$ cat config.mk
export PLATFORM = sky130hd
export DESIGN_NAME = lfu_cache_lru_tiebreak_flat
export DESIGN_NICKNAME = d
export VERILOG_FILES = /design/src/rtl/lfu_pkg.sv /design/src/rtl/lfu_req_if.sv /design/src/rtl/lfu_rsp_if.sv /design/src/rtl/lfu_ram.sv /design/src/rtl/lfu_scan.sv /design/src/rtl/lfu_cache_lru_tiebreak.sv /design/src/flat_wrapper.sv
export SDC_FILE = /design/constraint.sdc
export NUM_CORES = 2
export LEC_CHECK = 0
export BUFFER_PORTS_ARGS = -buffer_cell sky130_fd_sc_hd__buf_2
export CAP_MARGIN = 5
export CELL_PAD_IN_SITES_DETAIL_PLACEMENT = 1
export CELL_PAD_IN_SITES_GLOBAL_PLACEMENT = 2
export CORE_ASPECT_RATIO = 1.2
export CORE_UTILIZATION = 55
export DETAILED_ROUTE_END_ITERATION = 7
export PLACE_DENSITY = 0.95
export SYNTH_ARGS = -nofsm -noshare
export SYNTH_HDL_FRONTEND = slang
export SYNTH_SLANG_ARGS = --single-unit
$ cat constraint.sdc
create_clock -name clock -period 34.7 [get_ports clock]
set_clock_uncertainty 0.15 [all_clocks]
set_input_delay 6.94 -clock clock [delete_from_list [all_inputs] [get_ports clock]]
set_output_delay 6.94 -clock clock [all_outputs]
set_load 0.02 [all_outputs]
$ cat src/rtl/lfu_pkg.sv
// Shared types and constants for the LFU cache with LRU tie-break.
package lfu_pkg;

   localparam int KEY_W   = 32;
   localparam int VALUE_W = 32;
   localparam int USES_W  = 32;
   localparam int STAMP_W = 64;
   localparam int CAP_W   = 5;

   localparam logic ACT_GET = 1'b0;
   localparam logic ACT_PUT = 1'b1;

   localparam logic [CAP_W-1:0]          CAP_RESET  = 5'd16;
   localparam logic signed [VALUE_W-1:0] VALUE_MISS = -32'sd1;
   localparam logic signed [VALUE_W-1:0] VALUE_PUT  = 32'sd0;
   localparam logic [USES_W-1:0]         USES_ONE   = 32'd1;
   localparam logic [USES_W-1:0]         USES_MAX   = 32'hFFFF_FFFF;
   localparam logic [STAMP_W-1:0]        STAMP_ONE  = 64'd1;

   typedef struct packed {
      logic                      action;
      logic signed [KEY_W-1:0]   key;
      logic signed [VALUE_W-1:0] value;
   } req_type;

   typedef struct packed {
      logic                      hit;
      logic signed [VALUE_W-1:0] read_value;
   } rsp_type;

   // One cache slot as held in the slot RAM.
   typedef struct packed {
      logic signed [KEY_W-1:0]   key;
      logic signed [VALUE_W-1:0] value;
      logic [USES_W-1:0]         uses;
      logic [STAMP_W-1:0]        stamp;
   } entry_type;

   // Status of the scan unit after a full pass.
   typedef struct packed {
      logic hit;
      logic free_found;
      logic best_found;
   } scan_flags_type;

endpackage

$ cat src/rtl/lfu_req_if.sv
// Request channel: valid/ready handshake with get/put payload.
interface lfu_req_if
   import lfu_pkg::*;
();

   logic                      valid;
   logic                      ready;
   logic                      action;
   logic signed [KEY_W-1:0]   key;
   logic signed [VALUE_W-1:0] value;

   modport source (output valid, action, key, value, input ready);
   modport sink   (input valid, action, key, value, output ready);
endinterface

$ cat src/rtl/lfu_rsp_if.sv
// Response channel: valid/ready handshake with hit flag and read value.
interface lfu_rsp_if
   import lfu_pkg::*;
();

   logic                      valid;
   logic                      ready;
   logic                      hit;
   logic signed [VALUE_W-1:0] read_value;

   modport source (output valid, hit, read_value, input ready);
   modport sink   (input valid, hit, read_value, output ready);
endinterface

$ cat src/rtl/lfu_ram.sv
// Generic single-write, single-read RAM with registered read data.
module lfu_ram #(
   parameter int WIDTH = 8,
   parameter int DEPTH = 16,
   localparam int AddrW = (DEPTH > 1) ? $clog2(DEPTH) : 1
) (
   input  logic             clock,
   input  logic             wr_en,
   input  logic [AddrW-1:0] wr_addr,
   input  logic [WIDTH-1:0] wr_data,
   input  logic             rd_en,
   input  logic [AddrW-1:0] rd_addr,
   output logic [WIDTH-1:0] rd_data
);

   logic [WIDTH-1:0] mem_ff [DEPTH];
   logic [WIDTH-1:0] rd_data_ff;

   always_ff @(posedge clock) begin
      if (wr_en) begin
         mem_ff[wr_addr] <= wr_data;
      end
      if (rd_en) begin
         rd_data_ff <= mem_ff[rd_addr];
      end
   end

   assign rd_data = rd_data_ff;

endmodule

$ cat src/rtl/lfu_scan.sv
// Scan unit: key match, first free slot and eviction minimum, one slot per cycle while chk_en is high.
module lfu_scan
   import lfu_pkg::*;
#(
   parameter int ENTRIES = 16,
   localparam int IdxW = (ENTRIES > 1) ? $clog2(ENTRIES) : 1
) (
   input  logic                    clock,
   input  logic                    clear,
   input  logic                    chk_en,
   input  logic [IdxW-1:0]         chk_idx,
   input  logic                    chk_valid,
   input  entry_type               chk_entry,
   input  logic signed [KEY_W-1:0] lookup_key,
   output scan_flags_type          flags,
   output logic [IdxW-1:0]         hit_idx,
   output entry_type               hit_entry,
   output logic [IdxW-1:0]         free_idx,
   output logic [IdxW-1:0]         best_idx
);

   scan_flags_type       flags_ff;
   logic [IdxW-1:0]      hit_idx_ff;
   entry_type            hit_entry_ff;
   logic [IdxW-1:0]      free_idx_ff;
   logic [IdxW-1:0]      best_idx_ff;
   logic [USES_W-1:0]    best_uses_ff;
   logic [STAMP_W-1:0]   best_stamp_ff;

   logic key_eq;
   logic older;

   assign key_eq = (chk_entry.key == lookup_key);
   // fewer uses wins; equal uses, earlier stamp wins; full tie keeps lower slot
   assign older  = {chk_entry.uses, chk_entry.stamp} < {best_uses_ff, best_stamp_ff};

   always_ff @(posedge clock) begin
      if (clear) begin
         flags_ff <= '0;
      end else if (chk_en) begin
         if (chk_valid) begin
            if (key_eq && !flags_ff.hit) begin
               flags_ff.hit <= 1'b1;
               hit_idx_ff   <= chk_idx;
               hit_entry_ff <= chk_entry;
            end
            if (!flags_ff.best_found || older) begin
               flags_ff.best_found <= 1'b1;
               best_idx_ff         <= chk_idx;
               best_uses_ff        <= chk_entry.uses;
               best_stamp_ff       <= chk_entry.stamp;
            end
         end else if (!flags_ff.free_found) begin
            flags_ff.free_found <= 1'b1;
            free_idx_ff         <= chk_idx;
         end
      end
   end

   assign flags     = flags_ff;
   assign hit_idx   = hit_idx_ff;
   assign hit_entry = hit_entry_ff;
   assign free_idx  = free_idx_ff;
   assign best_idx  = best_idx_ff;

endmodule

$ cat src/rtl/lfu_cache_lru_tiebreak.sv
// Top level of the LFU key/value cache with least-recently-reached tie-break.
// Each request transfer is a get or a put of a 32-bit key; each one yields exactly one
// response transfer {hit, read_value}. Slots live in a single RAM that one scan unit
// walks one slot per cycle, finding the key match, the lowest free slot and the
// eviction victim (fewest uses, then earliest stamp of reaching that count, then
// lowest slot). A request is accepted, then every slot is read through the RAM's
// single read port, then the read pipeline drains and the update step follows.
// A finished response waits in an output register, so the next request is accepted
// and scanned while it is pending; the update step holds until the register frees.
// Capacity (csr_wr_data, resets to 16, clipped to ENTRIES) must be written by the user
// only while idle; the block does not enforce this. Capacity zero turns puts into no-ops
// that still report hit. Use counts saturate; the 64-bit stamp counter wraps. Valid
// bits are flip-flops cleared by reset, so no clearing pass is needed.
module lfu_cache_lru_tiebreak
   import lfu_pkg::*;
#(
   parameter int ENTRIES = 16
) (
   input  logic             clock,
   input  logic             reset,
   input  logic             csr_wr_en,
   input  logic [CAP_W-1:0] csr_wr_data,
   lfu_req_if.sink          req_chan,
   lfu_rsp_if.source        rsp_chan
);

   localparam int IDX_W = (ENTRIES > 1) ? $clog2(ENTRIES) : 1;
   localparam int CNT_W = $clog2(ENTRIES + 1);
   localparam int CMP_W = (CNT_W > CAP_W) ? CNT_W : CAP_W;

   typedef enum logic [3:0] {
      ST_IDLE   = 4'b0001,
      ST_SCAN   = 4'b0010,
      ST_DRAIN  = 4'b0100,
      ST_UPDATE = 4'b1000
   } state_type;

   state_type          state_ff, state_in;
   logic [IDX_W-1:0]   cnt_ff, cnt_in;
   logic               chk_en_ff;
   logic [IDX_W-1:0]   chk_idx_ff;
   req_type            req_ff;
   logic [CAP_W-1:0]   capacity_ff;
   logic [CNT_W-1:0]   occ_ff;
   logic [STAMP_W-1:0] stamp_ff;
   logic [ENTRIES-1:0] valid_ff;
   logic               rsp_valid_ff;
   rsp_type            rsp_ff;

   // handshakes
   logic req_xfer;
   logic rsp_xfer;
   logic commit;

   // scan results
   scan_flags_type   flags;
   logic [IDX_W-1:0] hit_idx;
   entry_type        hit_entry;
   logic [IDX_W-1:0] free_idx;
   logic [IDX_W-1:0] best_idx;

   // RAM ports
   logic                        rd_en;
   logic [$bits(entry_type)-1:0] rd_data;
   entry_type                   rd_entry;
   logic                        upd_wr;
   logic                        ram_wr_en;
   logic [IDX_W-1:0]            ram_wr_addr;
   entry_type                   ram_wr_data;

   // update decisions
   logic      sat;
   logic      room;
   entry_type bumped;
   logic      stamp_inc;
   logic      set_valid;
   logic      occ_inc;
   rsp_type   rsp_in;

   assign req_chan.ready = (state_ff == ST_IDLE);
   assign req_xfer       = req_chan.valid && req_chan.ready;
   assign rsp_xfer       = rsp_valid_ff && rsp_chan.ready;
   assign commit         = (state_ff == ST_UPDATE) && (!rsp_valid_ff || rsp_chan.ready);

   // ---------------- sequencer ----------------
   always_comb begin
      state_in = state_ff;
      cnt_in   = cnt_ff;
      rd_en    = 1'b0;
      case (state_ff)
         ST_IDLE: begin
            if (req_chan.valid) begin
               state_in = ST_SCAN;
               cnt_in   = '0;
            end
         end
         ST_SCAN: begin
            rd_en  = 1'b1;
            cnt_in = cnt_ff + 1'b1;
            if (cnt_ff == IDX_W'(ENTRIES - 1)) begin
               state_in = ST_DRAIN;
            end
         end
         ST_DRAIN: begin
            // last slot is checked this cycle
            state_in = ST_UPDATE;
         end
         ST_UPDATE: begin
            if (commit) begin
               state_in = ST_IDLE;
            end
         end
         default: begin
            state_in = ST_IDLE;
         end
      endcase
   end

   always_ff @(posedge clock) begin
      if (reset) begin
         state_ff  <= ST_IDLE;
         cnt_ff    <= '0;
         chk_en_ff <= 1'b0;
      end else begin
         state_ff  <= state_in;
         cnt_ff    <= cnt_in;
         chk_en_ff <= rd_en;
      end
   end

   always_ff @(posedge clock) begin
      chk_idx_ff <= cnt_ff;
      if (req_xfer) begin
         req_ff.action <= req_chan.action;
         req_ff.key    <= req_chan.key;
         req_ff.value  <= req_chan.value;
      end
   end

   // ---------------- slot storage and scan ----------------
   lfu_ram #(
      .WIDTH ($bits(entry_type)),
      .DEPTH (ENTRIES)
   ) u_slot_ram (
      .clock   (clock),
      .wr_en   (ram_wr_en),
      .wr_addr (ram_wr_addr),
      .wr_data (ram_wr_data),
      .rd_en   (rd_en),
      .rd_addr (cnt_ff),
      .rd_data (rd_data)
   );

   assign rd_entry = entry_type'(rd_data);

   lfu_scan #(
      .ENTRIES (ENTRIES)
   ) u_scan (
      .clock      (clock),
      .clear      (req_xfer),
      .chk_en     (chk_en_ff),
      .chk_idx    (chk_idx_ff),
      .chk_valid  (valid_ff[chk_idx_ff]),
      .chk_entry  (rd_entry),
      .lookup_key (req_ff.key),
      .flags      (flags),
      .hit_idx    (hit_idx),
      .hit_entry  (hit_entry),
      .free_idx   (free_idx),
      .best_idx   (best_idx)
   );

   // ---------------- update step ----------------
   assign sat  = (hit_entry.uses == USES_MAX);
   // free slot allowed while occupancy is below min(capacity, ENTRIES)
   assign room = (CMP_W'(occ_ff) < CMP_W'(capacity_ff)) && (occ_ff < CNT_W'(ENTRIES));

   always_comb begin
      bumped = hit_entry;
      if (!sat) begin
         bumped.uses  = hit_entry.uses + USES_ONE;
         bumped.stamp = stamp_ff;
      end
   end

   always_comb begin
      upd_wr            = 1'b0;
      ram_wr_addr       = hit_idx;
      ram_wr_data       = bumped;
      stamp_inc         = 1'b0;
      set_valid         = 1'b0;
      occ_inc           = 1'b0;
      rsp_in.hit        = flags.hit;
      rsp_in.read_value = VALUE_PUT;
      if (req_ff.action == ACT_GET) begin
         if (flags.hit) begin
            rsp_in.read_value = hit_entry.value;
            upd_wr            = !sat;
            stamp_inc         = !sat;
         end else begin
            rsp_in.read_value = VALUE_MISS;
         end
      end else if (capacity_ff != '0) begin
         if (flags.hit) begin
            // update in place, value replaced even when uses are saturated
            upd_wr            = 1'b1;
            ram_wr_data.value = req_ff.value;
            stamp_inc         = !sat;
         end else begin
            // insert: lowest free slot, else evict the victim
            upd_wr            = 1'b1;
            ram_wr_addr       = room ? free_idx : best_idx;
            ram_wr_data.key   = req_ff.key;
            ram_wr_data.value = req_ff.value;
            ram_wr_data.uses  = USES_ONE;
            ram_wr_data.stamp = stamp_ff;
            stamp_inc         = 1'b1;
            set_valid         = 1'b1;
            occ_inc           = room;
         end
      end
   end

   assign ram_wr_en = commit && upd_wr;

   always_ff @(posedge clock) begin
      if (reset) begin
         capacity_ff  <= CAP_RESET;
         occ_ff       <= '0;
         stamp_ff     <= '0;
         valid_ff     <= '0;
         rsp_valid_ff <= 1'b0;
      end else begin
         if (csr_wr_en) begin
            capacity_ff <= csr_wr_data;
         end
         if (commit) begin
            if (stamp_inc) begin
               stamp_ff <= stamp_ff + STAMP_ONE;
            end
            if (set_valid) begin
               valid_ff[ram_wr_addr] <= 1'b1;
            end
            if (occ_inc) begin
               occ_ff <= occ_ff + 1'b1;
            end
            rsp_valid_ff <= 1'b1;
         end else if (rsp_xfer) begin
            rsp_valid_ff <= 1'b0;
         end
      end
   end

   always_ff @(posedge clock) begin
      if (commit) begin
         rsp_ff <= rsp_in;
      end
   end

   assign rsp_chan.valid      = rsp_valid_ff;
   assign rsp_chan.hit        = rsp_ff.hit;
   assign rsp_chan.read_value = rsp_ff.read_value;

   // ---------------- assertions ----------------
   // occupancy tracks the number of valid slots
   a_occ_matches_valid: assert property (@(posedge clock) disable iff (reset)
      $countones(valid_ff) == int'(occ_ff))
      else $error("occupancy differs from valid slot count");

   // slot RAM is written only in the update step with the output register free
   a_write_in_update: assert property (@(posedge clock) disable iff (reset)
      ram_wr_en |-> (state_ff == ST_UPDATE) && (!rsp_valid_ff || rsp_chan.ready))
      else $error("slot write outside update step");

   // an accepted request starts the scan at slot zero
   a_accept_starts_scan: assert property (@(posedge clock) disable iff (reset)
      req_xfer |=> (state_ff == ST_SCAN) && (cnt_ff == '0))
      else $error("scan did not start after accept");

   // a pending response is never overwritten before it is taken
   a_rsp_not_lost: assert property (@(posedge clock) disable iff (reset)
      (rsp_valid_ff && !rsp_chan.ready) |-> !commit)
      else $error("response overwritten while pending");

endmodule

$ cat src/flat_wrapper.sv
// flat-port wrapper written by rule: the top's interface ports become plain ports
module lfu_cache_lru_tiebreak_flat import lfu_pkg::*;
#(
   parameter int ENTRIES = 16
)
  (clock, reset, csr_wr_en, csr_wr_data, req_chan_valid, req_chan_action, req_chan_key, req_chan_value, req_chan_ready, rsp_chan_valid, rsp_chan_hit, rsp_chan_read_value, rsp_chan_ready);
  lfu_req_if req_chan_i ();
  lfu_rsp_if rsp_chan_i ();
  input  logic clock;
  input  logic reset;
  input  logic csr_wr_en;
  input  logic [CAP_W-1:0] csr_wr_data;
  input wire logic [$bits(req_chan_i.valid)-1:0] req_chan_valid;
  input wire logic [$bits(req_chan_i.action)-1:0] req_chan_action;
  input wire logic [$bits(req_chan_i.key)-1:0] req_chan_key;
  input wire logic [$bits(req_chan_i.value)-1:0] req_chan_value;
  output wire logic [$bits(req_chan_i.ready)-1:0] req_chan_ready;
  output wire logic [$bits(rsp_chan_i.valid)-1:0] rsp_chan_valid;
  output wire logic [$bits(rsp_chan_i.hit)-1:0] rsp_chan_hit;
  output wire logic [$bits(rsp_chan_i.read_value)-1:0] rsp_chan_read_value;
  input wire logic [$bits(rsp_chan_i.ready)-1:0] rsp_chan_ready;
  assign req_chan_i.valid = req_chan_valid;
  assign req_chan_i.action = req_chan_action;
  assign req_chan_i.key = req_chan_key;
  assign req_chan_i.value = req_chan_value;
  assign req_chan_ready = req_chan_i.ready;
  assign rsp_chan_valid = rsp_chan_i.valid;
  assign rsp_chan_hit = rsp_chan_i.hit;
  assign rsp_chan_read_value = rsp_chan_i.read_value;
  assign rsp_chan_i.ready = rsp_chan_ready;
  lfu_cache_lru_tiebreak #(.ENTRIES(ENTRIES)) u_core (.clock(clock), .reset(reset), .csr_wr_en(csr_wr_en), .csr_wr_data(csr_wr_data), .req_chan(req_chan_i), .rsp_chan(rsp_chan_i));
endmodule
# Word-level counts from Yosys, hierarchy flattened
# Memories as Yosys holds them, arrays and structs flattened. A register that Yosys moved wholly into a read port is not among the register bits.
# Cells that the tools add are included.
dict set report op_classes {
  addsub 4
  magnitude_cmp 6
  n_eq_ne 10
  muxes 37
  bitwise 4
  reduce_logical 27
}
# operator count
set op_table {}
lappend op_table {{$mux W160} 2}
lappend op_table {{$mux W96} 2}
lappend op_table {{$lt A96 B96 Y1} 1}
lappend op_table {{$add A64 B1 Y64 const B} 1}
lappend op_table {{$mux W32} 2}
lappend op_table {{$add A32 B1 Y32 const B} 1}
lappend op_table {{$eq A32 B32 Y1} 1}
lappend op_table {{$eq A32 B32 Y1 const B} 1}
lappend op_table {{$mux W4} 8}
lappend op_table {{$mux W1} 19}
lappend op_table {{$or A16 B16 Y16} 1}
lappend op_table {{$pmux W4 S4} 1}
lappend op_table {{$reduce_and A4 Y1} 3}
lappend op_table {{$lt A4 B5 Y1 const B} 2}
lappend op_table {{$reduce_and A2 Y1} 5}
lappend op_table {{$reduce_and A3 Y1} 3}
lappend op_table {{$eq A4 B4 Y1 const B} 2}
lappend op_table {{$pmux W4 S2} 1}
lappend op_table {{$logic_and A1 B1 Y1} 7}
lappend op_table {{$add A5 B1 Y5 const B} 1}
lappend op_table {{$lt A5 B5 Y1} 1}
lappend op_table {{$lt A5 B5 Y1 const B} 1}
lappend op_table {{$reduce_bool A5 Y1} 1}
lappend op_table {{$add A4 B1 Y4 const B} 1}
lappend op_table {{other kinds (12)} 20}
dict set report word_totals {
  register_bits 473
  ramBits 2560
  input_bits 75
  out_inout_bits 35
  word_cells 115
  memories 1
}
# name depth width read_ports rd_clocked_by_memory_dff write_ports line
set mem_list {}
lappend mem_list {u_core.u_slot_ram.mem_ff 16 160 1 1 1 lfu_ram.sv:16} ;# logic [WIDTH-1:0] mem_ff [DEPTH];

# Logic depth before layout (Yosys ltp)
dict set report depth {
  ltp_word 11
  ltp_mapped 10
  mapped_depth_nobuf 9
}

# Modules after synthesis
# From an unflattened synthesis, not the netlist that was laid out.
dict set report unflattened {
  hier_cells 5954
  area_unflattened_um2 122747.7
}
# mod n_inst cells_per_inst area_per_inst_um2 seq_area_each_um2
set modules_own_cells {}
lappend modules_own_cells {lfu_ram 1 4191 100901.8 81678.3}
lappend modules_own_cells {lfu_scan 1 667 10924.2 8107.8}
lappend modules_own_cells {lfu_cache_lru_tiebreak 1 1096 10921.7 5024.8}

# Worst setup path after synthesis
# OpenSTA, ideal clock, no wires.
dict set report synth_timing {
  path_type {input port to flip-flop}
  from {in rsp_chan_ready}
  to {mem u_core.u_slot_ram.mem_ff[0][0] (netlist bit), enable pin}
  setup_ns 1.071
  t_arrival_ns 23.488
  t_required_ns 33.479
  slack_ns 9.991
  stages 4
  n_path_buf 0
  path_cell_list {nand2b_1 -> and3_1 -> nand2_1 -> nor4_1}
}
dict set report synth_via {
  elab_chain_cells 5
}
# element line
set synth_lines {}
lappend synth_lines {{start, declared} flat_wrapper.sv:21} ;# input wire logic [$bits(rsp_chan_i.ready)-1:0] rsp_chan_ready;
lappend synth_lines {{$logic_or A1 B1 Y1} lfu_cache_lru_tiebreak.sv:83} ;# assign commit = (state_ff == ST_UPDATE) && (!rsp_valid_ff || rsp_chan.ready);
lappend synth_lines {{$logic_and A1 B1 Y1} lfu_cache_lru_tiebreak.sv:83}
lappend synth_lines {{net u_core.commit} lfu_cache_lru_tiebreak.sv:53} ;# logic commit;
lappend synth_lines {{$logic_and A1 B1 Y1} lfu_cache_lru_tiebreak.sv:224} ;# assign ram_wr_en = commit && upd_wr;
lappend synth_lines {{$mux W1} lfu_ram.sv:20} ;# if (wr_en) begin
lappend synth_lines {{$mux W1 (not written as such)} lfu_ram.sv:21} ;# mem_ff[wr_addr] <= wr_data;
lappend synth_lines {{end, declared} lfu_ram.sv:16}
# The timed path passes the listed nets, and every way through them passes these cells.

# Worst setup path after layout
dict set report layout_timing {
  from {in rsp_chan_ready}
  to {mem u_core.u_slot_ram.mem_ff[2][145] (netlist bit), enable pin}
}
# The elaborated chain is that of the path after synthesis.

==> summary.log <==
[final_layout] Final Cell Area 136000 um^2
[grt] vias in the first global route 67100
[final_layout] layout cells sized above 1 23.9%
[grt] wire length of the first global-routing pass 506000 um
[place] DP HPWL 166000 um
[clock_network] Worst-path clk slew 0.07 ns
[synth] number of synthesized flops with an enable pin 3086
[grt] final global-route overflow total 0
[synth] post-synthesis cell area 122000 um^2
[final_layout] Post-layout nets 5968
[floorplan] die extent in y 518 um
[synth] synthesized area divided by synthesized cell count 22.0 um^2
[worst_setup_path] path type of the worst setup path primary input to flip-flop
[synth] Synth Area in Compound Gates 1.34%
[timing] Period Utilization, post-route 34.1%
[worst_setup_path] required time worst endpoint 35.03 ns
[synth] mux share of post-synthesis cell area 15.2%
[synth] area share of fa/ha/maj cells after synthesis 1.06%
[floorplan] Ports 110
[worst_setup_path] largest fanout on the critical path 56
[timing] RSZ-0062 raised after global routing no
[worst_setup_path] logic depth of the worst path, buffers included 9
[grt] initial antenna violation count 15
[worst_setup_path] slack of the worst reg-to-reg path 27.83 ns
[worst_setup_path] master of the slowest instance on the critical path sky130_fd_sc_hd__buf_4
[synth] sequential share of the synthesized area 77.7%
[timing] accumulated negative setup slack 0 ns
[floorplan] Row Count 189
[synth] number of standard cells after synthesis 5539
[synth] area share of xor/xnor cells in the synthesized design 0.840%
[pwr] power density normalized to cell area 57.9 nW/um^2
[synth] net count after synthesis 5717
[clock_network] CTS tree yes
[flow_run] number of maximum-capacitance violations 0
[worst_setup_path] series of cell instances along the critical path buf_2 -> nand2b_1 -> and3_2 -> buf_4 -> nand2_1 -> or3_1 -> nor3_2 -> buf_4 -> buf_4
[place] placed instance area 126000 um^2
[detailed_routing] Antenna Nets Post-Route 0
[synth] total of flip-flops plus latches after synthesis 3193
[synth] most area-hungry cell type in the Yosys netlist sky130_fd_sc_hd__edfxtp_1
[worst_setup_path] arrival time of data at the critical path endpoint 12.17 ns
[synth] Synth top area share 76.0%
[synth] basic-gate share of the synthesized area counting and, or, nand and nor cells 2.60%
[pwr] peak supply drop 0.0558 mV
[timing] Achievable Freq 84.5 MHz
[pwr] leakage power summed over all cells 44.2 nW
[detailed_routing] Pre-antenna DRT Iters 5
[timing] final max-slew violation count 0
[clock_network] CTS Buf Count 294
[detailed_routing] via count 63000
[timing] Rel. slew slack 8.00%
[timing] Hold Slack 0.278 ns
[synth] yosys warns 0
[floorplan] placeable core area 221000 um^2
[place] port buffer count 109
[worst_setup_path] path depth of the worst reg2reg path 9
[synth] top post-synthesis cells by count 3086 x sky130_fd_sc_hd__edfxtp_1, 783 x sky130_fd_sc_hd__mux4_2, 270 x sky130_fd_sc_hd__nand2_1
[clock_network] worst skew pair latency 0.92 ns
[detailed_routing] total wirelength of the detailed-routed design 359000 um
[timing] Hold Violations, Final 0
[worst_hold_path] hold depth 0
[detailed_routing] routed via count divided by cell count 7.02
[worst_setup_path] Most Frequent Cell on Critical Path sky130_fd_sc_hd__buf_4
[clock_network] number of buffers added for setup after CTS 0
[floorplan] die boundary width 432 um
[detailed_routing] count of routing violations after the opening detailed-route iteration 9307
[synth] combinational family with the most area after synthesis multiplexers
[floorplan] initial cell density of the core 55.3%
[place] placer's final routability congestion estimate 0.784
[worst_setup_path] capturing instance or port of the critical path u_core.u_slot_ram.mem_ff[2][145]
[clock_network] TritonCTS sink count 3193
[synth] Synth cell types 70
[final_layout] area added between synthesis and finish 11.2%
[clock_network] number of gates resized after cts 0
[worst_setup_path] startpoint kind of the worst setup timing path primary input
[worst_hold_path] class of the worst hold path flip-flop to flip-flop
[timing] Setup violations, final 0
[worst_setup_path] Critical Path Max Stage Delay 1.10 ns
[clock_network] count of hold buffers inserted by post-cts repair 0
[final_layout] number of inserted filler cells in the final layout 17700
[synth] Synth Flop Type sky130_fd_sc_hd__edfxtp_1
[floorplan] Die ar. 224000 um^2
[worst_setup_path] crit path from rsp_chan_ready
[clock_network] buffer levels on the longest clock path 4
[clock_network] Root Buffer Master sky130_fd_sc_hd__clkbuf_16
[grt] largest net degree at the start of global routing 162
[worst_setup_path] Crit path max-delay family buffers and inverters
[synth] synth top area cells sky130_fd_sc_hd__edfxtp_1 76%, sky130_fd_sc_hd__mux4_2 14%, sky130_fd_sc_hd__dfxtp_1 1.8%
[grt] Total Routing Usage GR 32.2%
[detailed_routing] number of DRC violations after detailed routing 0
[worst_setup_path] buffers and inverters on the worst path 4
[detailed_routing] wire length per cell 40.0 um
[worst_setup_path] launch point of the worst reg-to-reg path u_core.u_scan.flags[2]
[synth] Async S/R FF share, synth 0%
[timing] Worst Max-Slew Pin Slew 1.38 ns
[worst_setup_path] reg2reg end u_core.u_slot_ram.mem_ff[2][145]
[run_status] result of the run finished, final reports clean
[synth] top-count cell post-synth sky130_fd_sc_hd__edfxtp_1
[worst_setup_path] Setup crit end kind flip-flop
[timing] post-route minimum period 11.83 ns
[clock_network] depth of the CTS H-tree 5
-- cells in the final DEF, fill, tap and decap left out, types with 14 or more instances in the layout --
cell type | synthesis | layout
sky130_fd_sc_hd__edfxtp_1 | 3086 | 3086
sky130_fd_sc_hd__and3_1 | 20 | 19
sky130_fd_sc_hd__buf_4 | 10 | 69
sky130_fd_sc_hd__clkinv_1 | 1 | 45
sky130_fd_sc_hd__clkinvlp_4 | 0 | 18
sky130_fd_sc_hd__or3_1 | 17 | 17
sky130_fd_sc_hd__a21o_1 | 19 | 19
sky130_fd_sc_hd__a211oi_1 | 29 | 29
sky130_fd_sc_hd__o2bb2ai_1 | 16 | 16
sky130_fd_sc_hd__mux4_2 | 783 | 783
sky130_fd_sc_hd__clkbuf_16 | 0 | 300
sky130_fd_sc_hd__bufinv_16 | 0 | 28
sky130_fd_sc_hd__dfxtp_1 | 107 | 103
sky130_fd_sc_hd__nor3_1 | 26 | 14
sky130_fd_sc_hd__nand3_1 | 46 | 46
sky130_fd_sc_hd__nand2_1 | 270 | 270
sky130_fd_sc_hd__mux2_1 | 59 | 59
sky130_fd_sc_hd__nand4_1 | 53 | 53
sky130_fd_sc_hd__clkbuf_1 | 144 | 58
sky130_fd_sc_hd__xor2_1 | 93 | 93
sky130_fd_sc_hd__inv_1 | 113 | 111
sky130_fd_sc_hd__buf_12 | 0 | 19
sky130_fd_sc_hd__buf_2 | 46 | 108
sky130_fd_sc_hd__nor2b_1 | 25 | 25
sky130_fd_sc_hd__ha_1 | 103 | 103
sky130_fd_sc_hd__clkinv_2 | 0 | 44
sky130_fd_sc_hd__o21ai_0 | 29 | 29
sky130_fd_sc_hd__nor2_1 | 121 | 120
sky130_fd_sc_hd__a21oi_1 | 69 | 69
sky130_fd_sc_hd__xnor2_1 | 24 | 24
sky130_fd_sc_hd__o21a_1 | 37 | 36
sky130_fd_sc_hd__mux2i_1 | 28 | 28
sky130_fd_sc_hd__nor3_2 | 3 | 14
sky130_fd_sc_hd__and4_1 | 22 | 22
-- per-layer routing --
layer	routed length [um]	GRT usage, %	up-vias
li1	-	-	23400
met1	117000	39.2	32800
met2	184000	54.6	5636
met3	36600	5.95	1229
met4	21300	17.6	12
met5	63	0	-
-- area by class of cell --
cell class	instances	area, um^2	area share [%]
clock inverters	151	1580	1.17
diodes	8	20.0	0.0148
clock buffers	362	7780	5.74
multi-input cells	1990	25800	19.1
repair buffers	196	1440	1.06
well taps	2960	3700	2.73
flip-flops and latches	3193	94800	69.9
inverters	115	442	0.326
-- how the worst min path moves through the flow --
stage | from | endpoint
final | u_core.u_slot_ram.rd_data[17] | u_core.u_scan.hit_entry[17]
after global routing | u_core.u_slot_ram.rd_data[111] | u_core.u_scan.hit_entry[111]
after CTS | u_core.u_slot_ram.rd_data[113] | u_core.u_scan.hit_entry[113]
after detailed placement | u_core.u_slot_ram.rd_data[126] | u_core.u_scan.hit_entry[126]
after global placement | u_core.u_slot_ram.rd_data[96] | u_core.u_scan.hit_entry[96]
after floorplan | u_core.cnt_ff[2] | u_core.chk_idx_ff[2]
-- power by group --
part	leakage [nW]	switching [W]	total, W	internal [W]
logic	9.05	0.000173	0.000250	0.0000763
clock network	4.53	0.00151	0.00333	0.00181
registers	30.6	0.0000211	0.00427	0.00425
total	44.2	0.00171	0.00785	0.00614
-- metrics by stage --
step	total power, W	util (%)	setup slack, ns	cells
final	0.00785	61.5	22.87	8975
after detailed placement	0.00458	57.2	22.21	8454
after global routing	0.00796	61.5	22.85	8973
after global placement	0.00456	57.2	22.53	8454
after CTS	0.00785	61.5	23.02	8967
after floorplan	0.00449	-	9.99	5539
-- registers in the layout, indices dropped and copies added (netlist names) --
register	flops
u_core.u_slot_ram.mem_ff	2560
u_core.u_scan.hit_entry	160
u_core.u_slot_ram.rd_data	160
u_core.req_ff	65
u_core.stamp_ff	64
u_core.u_scan.best_stamp_ff	64
u_core.rsp_chan.read_value	32
u_core.u_scan.best_uses_ff	32
u_core.valid_ff	16
u_core.capacity_ff	5
u_core.occ_ff	5
u_core.chk_idx_ff	4
u_core.cnt_ff	4
u_core.state_ff	4
u_core.u_scan.best_idx	4
u_core.u_scan.free_idx	4
u_core.u_scan.hit_idx	4
u_core.u_scan.flags	3
u_core.chk_en_ff	1
u_core.rsp_chan.hit	1
u_core.rsp_chan.valid	1
-- worst reg2reg max path, delay by kind of cell (launching register included) --
kind                   cells  cell delay [ns]
flip-flops                 1             0.66
AND/OR/NAND/NOR            4             2.40
buffers and inverters      4             2.91
AO/OA/AOI/OAI              1             0.32
-- cell families (layout without fill, tap and decap cells) --
logic type               Yosys count  after routing
buffers and inverters            356            824
adder cells (fa/ha/maj)          103            103
AO/OA/AOI/OAI                    246            246
flip-flops                      3193           3193
AND/OR/NAND/NOR                  653            653
XOR/XNOR                         117            117
other                              0              8
multiplexers                     871            871
Power figures use the tool's default switching activity.
